<file path="src/sv/mhb_pkg.sv">
// ----------------------------------------------------------------------------
// mhb_pkg
// shared widths, defaults and the signed compare used by the min-heap build
// ----------------------------------------------------------------------------
`default_nettype none

package mhb_pkg;

  localparam int unsigned DataW        = 32;
  localparam int unsigned DepthDefault = 64;

  typedef logic [DataW-1:0] data_t;

  // signed a <= signed b on two's complement patterns
  function automatic logic le_signed(input data_t a, input data_t b);
    le_signed = ($signed(a) <= $signed(b));
  endfunction

endpackage

`default_nettype wire

</file>
<file path="src/sv/mhb_ram.sv">
// ----------------------------------------------------------------------------
// mhb_ram
// generic simple dual-port ram, one write and one registered read per cycle
// ----------------------------------------------------------------------------
`default_nettype none

module mhb_ram #(
  parameter int unsigned Width = 32,
  parameter int unsigned Depth = 64
) (
  input  wire logic                     clk_i,
  input  wire logic                     we_i,
  input  wire logic [$clog2(Depth)-1:0] waddr_i,
  input  wire logic [Width-1:0]         wdata_i,
  input  wire logic [$clog2(Depth)-1:0] raddr_i,
  output      logic [Width-1:0]         rdata_o
);

  logic [Width-1:0] mem_q [Depth];

  always_ff @(posedge clk_i) begin
    if (we_i) begin
      mem_q[waddr_i] <= wdata_i;
    end
    rdata_o <= mem_q[raddr_i];
  end

endmodule

`default_nettype wire

</file>
<file path="src/sv/min_heap_build_top.sv">
// ----------------------------------------------------------------------------
// min_heap_build_top
// loads a set of signed values, builds a binary min-heap bottom-up, streams it
// ----------------------------------------------------------------------------
//
//  channel   dir  tdata              tuser  tlast
//  s_axis    in   value[31:0]        -      last (starts the build)
//  m_axis    out  heap_value[31:0]   -      final_res (last heap element)
//
//  load: each accepted beat is written straight into the ram
//  build: per node a pick and a capture step, then per compared level a left
//    read, a left compare and a right compare with the move down, plus a write
//    in the leaf; one read port and one shared signed comparator set the pace
//  drain: a start read, then per output beat a ram read and an output reg
//  reset: no clearing pass; only the element count and sequencer are cleared
//  s_axis_tready is low from the last beat until the final output beat is taken
// ----------------------------------------------------------------------------
`default_nettype none

module min_heap_build_top #(
  parameter int unsigned DEPTH = mhb_pkg::DepthDefault
) (
  input  wire logic                     clk_i,
  input  wire logic                     rst_ni,
  // input stream
  input  wire logic                     s_axis_tvalid,
  output      logic                     s_axis_tready,
  input  wire logic [mhb_pkg::DataW-1:0] s_axis_tdata,  // [31:0] value
  input  wire logic                     s_axis_tlast,   // last
  // output stream
  output      logic                     m_axis_tvalid,
  input  wire logic                     m_axis_tready,
  output      logic [mhb_pkg::DataW-1:0] m_axis_tdata,  // [31:0] heap_value
  output      logic                     m_axis_tlast    // final_res
);

  import mhb_pkg::*;

  localparam int unsigned AW = $clog2(DEPTH);      // ram address width
  localparam int unsigned CW = $clog2(DEPTH + 1);  // count width
  localparam int unsigned LW = AW + 2;             // child index width

  // sequencer codes
  localparam logic [2:0] StIdle = 3'd0;  // loading beats
  localparam logic [2:0] StNext = 3'd1;  // pick next node to sift, or start drain
  localparam logic [2:0] StLoad = 3'd2;  // capture node value
  localparam logic [2:0] StRdL  = 3'd3;  // read left child or settle
  localparam logic [2:0] StCmpL = 3'd4;  // compare left child, read right
  localparam logic [2:0] StCmpR = 3'd5;  // compare right child, move down or settle
  localparam logic [2:0] StOutW = 3'd6;  // capture ram data into output reg
  localparam logic [2:0] StOutH = 3'd7;  // hold output beat

  logic [2:0]    state_q, state_d;
  logic [CW-1:0] count_q, count_d;  // elements loaded
  logic [CW-1:0] n_q, n_d;          // elements in the build
  logic [AW-1:0] i_q, i_d;          // outer sift counter
  logic [AW-1:0] node_q, node_d;    // current hole position
  logic [AW-1:0] pick_q, pick_d;
  logic          pick_node_q, pick_node_d;
  data_t         cur_q, cur_d;      // value being sifted down
  data_t         best_q, best_d;
  logic [AW-1:0] e_q, e_d;          // drain index
  data_t         out_data_q, out_data_d;
  logic          out_last_q, out_last_d;

  // ram ports
  logic          we;
  logic [AW-1:0] waddr, raddr;
  data_t         wdata, rdata;

  // child indices and bounds
  logic [LW-1:0] left_idx, right_idx, n_ext;
  logic          left_ok, right_ok;

  // shared comparator
  data_t cmp_b;
  logic  cmp_le;

  logic          in_beat, out_beat, has_room;
  logic [CW-1:0] e_next;

  mhb_ram #(
    .Width (DataW),
    .Depth (DEPTH)
  ) u_ram (
    .clk_i   (clk_i),
    .we_i    (we),
    .waddr_i (waddr),
    .wdata_i (wdata),
    .raddr_i (raddr),
    .rdata_o (rdata)
  );

  assign left_idx  = {1'b0, node_q, 1'b1};
  assign right_idx = left_idx + LW'(1);
  assign n_ext     = LW'(n_q);
  assign left_ok   = (left_idx < n_ext);
  assign right_ok  = (right_idx < n_ext);

  // one comparator: left child against the sifted value, then right against best
  assign cmp_b  = (state_q == StCmpL) ? cur_q : best_q;
  assign cmp_le = le_signed(rdata, cmp_b);

  assign s_axis_tready = (state_q == StIdle);
  assign m_axis_tvalid = (state_q == StOutH);
  assign m_axis_tdata  = out_data_q;
  assign m_axis_tlast  = out_last_q;

  assign in_beat  = s_axis_tvalid && s_axis_tready;
  assign out_beat = m_axis_tvalid && m_axis_tready;
  assign has_room = (count_q < CW'(DEPTH));
  assign e_next   = CW'(e_q) + CW'(1);

  always_comb begin
    state_d     = state_q;
    count_d     = count_q;
    n_d         = n_q;
    i_d         = i_q;
    node_d      = node_q;
    pick_d      = pick_q;
    pick_node_d = pick_node_q;
    cur_d       = cur_q;
    best_d      = best_q;
    e_d         = e_q;
    out_data_d  = out_data_q;
    out_last_d  = out_last_q;
    we          = 1'b0;
    waddr       = node_q;
    wdata       = cur_q;
    raddr       = left_idx[AW-1:0];

    unique case (state_q)
      StIdle: begin
        waddr = count_q[AW-1:0];
        wdata = s_axis_tdata;
        if (in_beat) begin
          // a beat beyond the store size is dropped
          if (has_room) begin
            we      = 1'b1;
            count_d = count_q + CW'(1);
          end
          if (s_axis_tlast) begin
            n_d     = has_room ? (count_q + CW'(1)) : count_q;
            i_d     = AW'(n_d >> 1);
            state_d = StNext;
          end
        end
      end
      StNext: begin
        if (i_q == '0) begin
          raddr   = '0;
          e_d     = '0;
          state_d = StOutW;
        end else begin
          i_d     = i_q - AW'(1);
          raddr   = i_q - AW'(1);
          state_d = StLoad;
        end
      end
      StLoad: begin
        cur_d   = rdata;
        node_d  = i_q;
        state_d = StRdL;
      end
      StRdL: begin
        if (left_ok) begin
          raddr   = left_idx[AW-1:0];
          state_d = StCmpL;
        end else begin
          // leaf reached: drop the sifted value into the hole
          we      = 1'b1;
          state_d = StNext;
        end
      end
      StCmpL: begin
        raddr = right_idx[AW-1:0];
        if (cmp_le) begin
          best_d      = rdata;
          pick_d      = left_idx[AW-1:0];
          pick_node_d = 1'b0;
        end else begin
          best_d      = cur_q;
          pick_d      = node_q;
          pick_node_d = 1'b1;
        end
        state_d = StCmpR;
      end
      StCmpR: begin
        we = 1'b1;
        priority if (right_ok && cmp_le) begin
          // right child wins ties against left and parent
          wdata   = rdata;
          node_d  = right_idx[AW-1:0];
          state_d = StRdL;
        end else if (!pick_node_q) begin
          wdata   = best_q;
          node_d  = pick_q;
          state_d = StRdL;
        end else begin
          wdata   = cur_q;
          state_d = StNext;
        end
      end
      StOutW: begin
        out_data_d = rdata;
        out_last_d = (e_next == n_q);
        state_d    = StOutH;
      end
      StOutH: begin
        raddr = e_next[AW-1:0];
        if (out_beat) begin
          if (out_last_q) begin
            count_d = '0;
            state_d = StIdle;
          end else begin
            e_d     = e_next[AW-1:0];
            state_d = StOutW;
          end
        end
      end
      default: state_d = StIdle;
    endcase
  end

  always_ff @(posedge clk_i or negedge rst_ni) begin
    if (!rst_ni) begin
      state_q <= StIdle;
      count_q <= '0;
    end else begin
      state_q <= state_d;
      count_q <= count_d;
    end
  end

  always_ff @(posedge clk_i) begin
    n_q         <= n_d;
    i_q         <= i_d;
    node_q      <= node_d;
    pick_q      <= pick_d;
    pick_node_q <= pick_node_d;
    cur_q       <= cur_d;
    best_q      <= best_d;
    e_q         <= e_d;
    out_data_q  <= out_data_d;
    out_last_q  <= out_last_d;
  end

  // checks

  a_count_bound: assert property (@(posedge clk_i) disable iff (!rst_ni)
    count_q <= CW'(DEPTH))
    else $error("element count above store size");

  a_no_overlap: assert property (@(posedge clk_i) disable iff (!rst_ni)
    m_axis_tvalid |-> !s_axis_tready)
    else $error("load and drain overlap");

  a_drain_end: assert property (@(posedge clk_i) disable iff (!rst_ni)
    (out_beat && out_last_q) |=> (count_q == '0 && s_axis_tready))
    else $error("set not released after final beat");

  a_node_bound: assert property (@(posedge clk_i) disable iff (!rst_ni)
    (state_q == StCmpL || state_q == StCmpR) |-> (CW'(node_q) < n_q))
    else $error("sift position outside the set");

  a_start_build: assert property (@(posedge clk_i) disable iff (!rst_ni)
    (in_beat && s_axis_tlast) |=> (state_q == StNext && n_q != '0))
    else $error("build not started on last beat");

endmodule

`default_nettype wire
</file>
<file path="config.mk">
export PLATFORM = sky130hd
export DESIGN_NAME = min_heap_build_top
export DESIGN_NICKNAME = d
export VERILOG_FILES = /design/src/sv/mhb_pkg.sv /design/src/sv/mhb_ram.sv /design/src/sv/min_heap_build_top.sv
export SDC_FILE = /design/constraint.sdc
export NUM_CORES = 2
export LEC_CHECK = 0
export BUFFER_PORTS_ARGS = -buffer_cell sky130_fd_sc_hd__buf_2
export CAP_MARGIN = 20
export CORE_MARGIN = 3
export CORE_UTILIZATION = 28
export DETAILED_ROUTE_END_ITERATION = 12
export PLACE_DENSITY_LB_ADDON = 0.1
export SLEW_MARGIN = 10
export SYNTH_ARGS = -nofsm -noshare
export SYNTH_HDL_FRONTEND = slang
export SYNTH_SLANG_ARGS = --single-unit
</file>
<file path="constraint.sdc">
create_clock -name clk_i -period 8.4 [get_ports clk_i]
set_input_delay 1.68 -clock clk_i [delete_from_list [all_inputs] [get_ports clk_i]]
set_output_delay 1.68 -clock clk_i [all_outputs]
set_load 0.05 [all_outputs]
</file>
==> impl_results.md <==
* Outcome: finished, final reports clean
* Highest fanout seen on the critical path at 76
* Total cell area at the placement stage at 98600 um^2
* Growth of design area from synthesis to finish at 15.3%
* Worst hold start: u_ram.rdata_o[7]
* Slew of the pin with the lowest slew margin at 1.12 ns
* Setup repair after global routing missed its margin: no
* Total number of placement rows at 209
* Total power divided by cell area at 210 nW/um^2
* Startpoint Class: register
* Post-detailed-routing wire length at 353 mm
* Number of CTS-inserted buffers at 246
* Total core area at 326000 um^2
* Die Y at 579 um
* Ordered cell list for the critical path: nor3b_2, buf_12, mux2i_1, ha_1, a21o_1, a21o_1, a221oi_1, o21ai_0, a32oi_1, a21bo_2, buf_4, o21ai_0, o21ai_4, buf_4
* Fraction of synthesis flops using an asynchronous set or reset pin at 0.451%
* CP delay by family, top: compound AO/OA/AOI/OAI gates
* Hold buffer count at cts at 0
* GRT Residual Overflow at 0
* Routability cong. at 0.801
* Via density at 5.26
* First-pass GRT wire length at 487 mm
* Setup-violating endpoint count in the final report at 0
* Routed wirelength normalized by instance count at 31.1 um
* Crit share post-route at 71.0%
* Share of post-route cells with drive strength above 1 at 11.7%
* Post-synth cell types at 68
* Final Hold Violating Endpoints at 0
* Destination of the worst register-to-register timing path: u_ram.mem_q[26][26]
* Detailed-placement wirelength estimate at 184 mm
* Shortest clock period the worst path allows after layout at 5.96 ns
* Startpoint of the lowest-slack register-to-register path: state_q[2]
* Cell depth of the worst flop-to-flop path at 14
* Total Negative Setup Slacks at 0 ns
* Worst Path Arrival at 6.65 ns
* Hold WC Path Type: reg -> reg
* Data required time of the critical path at 9.09 ns
* Least setup slack across all paths after layout at 2.44 ns
* Sink count of the clock tree at 2219
* Relative max-transition margin at 25.6%
* Root cell of the clock tree: clkbuf_16
* Count of max-cap constraint violations at 0
* Mapped Area at 92000 um^2
* Achievable frequency at 168 MHz
* Die X-Extent at 579 um
* Clock insertion delay at the later pin of the skew report at 0.91 ns
* Average size of a mapped cell at 13.6 um^2
* Drt drc at 0
* Sequential-to-total area share from yosys stat at 72.0%
* Post-CTS Setup Repair Bufs at 0
* CTS tree: done
* Worst-case setup slack after placement at 2.41 ns
* Post-Synthesis Net Count at 6854
* Final Net Count at 6881
* Starting density of the core at 28.3%
* Number of warnings printed during yosys synthesis at 0
* Bufs on Longest Clock Path at 4
* # H-tree levels at 4
* Final Max Slew Viols at 0
* Sort of element at the end of the critical path: register
* Number of input and output port buffers inserted at 71
* Worst VDD drop at 0.157 mV
* Post-cts gate resize count at 0
* Prevailing post-synth register cell: edfxtp_1
* Number of filler instances in the final layout at 32000
* Total number of vias at 59600
* Worst stage delay on the critical path at 0.87 ns
* Bufs and invs on worst path at 3
* Worst clock skew on the final layout at 0.0531 ns
* Largest net degree at the start of global routing at 149
* Overall routing resource usage at 20.5%
* Via count of the first global-routing pass at 57800
* Count of flip-flops with a built-in enable after synthesis at 2177
* Hold Crit Endpoint: cur_q[7]
* Post-route design area at 106000 um^2
* Count of pins on the block boundary at 72
* Setup slack on the worst flop-to-flop path at 2.44 ns
* Cell at the slowest stage of the critical path: dfrtp_1
* Post-synthesis register bit count at 2219
* Remaining number of nets flagged by the antenna check after routing at 0
* DIE AREA at 336000 um^2
* Detailed-routing iteration count for the pre-antenna-repair pass at 5
* Mapped Cells at 6768
* Clk slew on worst S/H paths at 0.07 ns
* Number of antenna violations at the first check in global routing at 14
* WS Path Type: reg -> reg
* Cells on Worst Hold Path at 0
* Leakage power at 0.0317 uW
* DR iter-0 viols at 5586
[kinds of logic after synthesis]
logic type	Yosys count	share of synthesized area [%]
AND/OR/NAND/NOR	2612	12.9
flip-flops	2219	72.0
multiplexers	201	2.43
XOR/XNOR	23	0.219
adder cells (fa/ha/maj)	49	0.666
buffers and inverters	673	3.04
AO/OA/AOI/OAI	991	8.70
[cell usage after synthesis (all sizes together) (4+ instances only)]
cell type     n  area share (%)
o211ai      257             2.1
xnor2        16            0.15
dfxtp        32            0.70
nand2b        4           0.027
mux2        165             2.0
or3           5           0.039
a311oi      127             1.2
buf         168            0.98
o21a          5           0.041
o311ai      256             2.4
ha           49            0.67
and3        517             3.5
nand2      1595             6.5
nand4         6           0.041
mux2i        36            0.39
clkbuf      352             1.4
or4          32            0.26
a22oi        33            0.27
a21o          9           0.073
a21oi        24            0.13
xor2          7           0.067
nor2         31            0.13
edfxtp     2177              71
o21ai        84            0.46
nand3b       10           0.082
a211oi       36            0.30
nand3       276             1.5
nor3         84            0.46
o31ai         8           0.065
dfrtp        10            0.27
inv         152            0.62
a31oi         4           0.027
and2          4           0.027
o311a       128             1.4
nor2b        35            0.24
[power breakdown]
part           internal [uW]  switching, uW  total [uW]
combinational           6.45           11.9        18.3
sequential             12000              0       12000
clock                   5830           4440       10300
total                  17800           4460       22300
[layout make-up]
cell class              instances  area (um^2)  area share [%]
diodes                         14         35.0          0.0330
clock buffers                 340         6720            6.34
clock inverters               106          733           0.691
inverters                     153          574           0.541
multi-input cells            3876        23800            22.4
flip-flops and latches       2219        66300            62.5
well taps                    4325         5410            5.10
repair buffers                299         2560            2.41
[sequential cells by signal (all words and copies together), names as in the netlist]
| name | count |
|---|---|
| u_ram.mem_q | 2048 |
| best_q | 32 |
| i_q | 6 |
| node_q | 6 |
| pick_node_q | 1 |
| m_axis_tdata | 32 |
| u_ram.rdata_o | 32 |
| count_q | 7 |
| pick_q | 6 |
| e_q | 6 |
| m_axis_tlast | 1 |
| n_q | 7 |
| state_q | 3 |
| cur_q | 32 |
[how the worst max path moves through the flow]
stage | slack [ns] | endpoint | from | cells after the start
finish | 2.44 | u_ram.mem_q[26][26] | state_q[2] | 14
global route | 1.98 | u_ram.mem_q[36][30] | state_q[2] | 14
CTS | 2.41 | u_ram.mem_q[36][30] | state_q[2] | 14
detailed placement | 2.41 | u_ram.mem_q[51][30] | state_q[2] | 14
global placement | 2.39 | u_ram.mem_q[59][30] | state_q[2] | 14
floorplan | 0.28 | u_ram.mem_q[0][1] | state_q[0] | 15
[per-layer routing]
layer  global-route usage, %  share of wire (%)  vias up
met5                       0                  0        -
met4                    4.71                2.2        0
met3                    2.60                5.2      400
met2                    33.0                 46     1784
met1                    29.5                 46    31600
li1                        -                  -    25800
[through the flow]
step | hold WS (ns) | total power (uW) | cells | utilization (%)
3_5_place_dp | 0.577 | 12200 | 10900 | 30.3
5_1_grt | 0.601 | 23000 | 11300 | 32.6
2_1_floorplan | 0.442 | 12200 | 6768 | -
4_1_cts | 0.586 | 22500 | 11300 | 32.6
6_report | 0.584 | 22300 | 11300 | 32.6
3_3_place_gp | 0.581 | 12200 | 10900 | 30.3
[cell usage in the layout, fill, tap and decap left out, types with 35 or more instances in the layout]
master     Yosys  final
clkbuf_1     352     76
nor2b_1       35     35
o311a_1      128    128
nor3_2         0     65
o21ai_0       83     51
a311oi_1     127    127
o311ai_0     156    156
mux2_1        92     92
buf_12         0     37
o311ai_1     100    100
buf_4         18    189
inv_1        152    152
o211ai_1     257    257
clkbuf_16      0    249
nand3_1      276    276
mux2i_1       36     36
and3_1       517    516
mux2_2        68     68
edfxtp_1    2177   2177
buf_2         94     71
a211oi_1      35     35
nand2_1     1595   1595
clkinv_2       0     37
clkinv_1       1     53
ha_1          49     49
No activity file was read; power rests on OpenSTA's default activity.
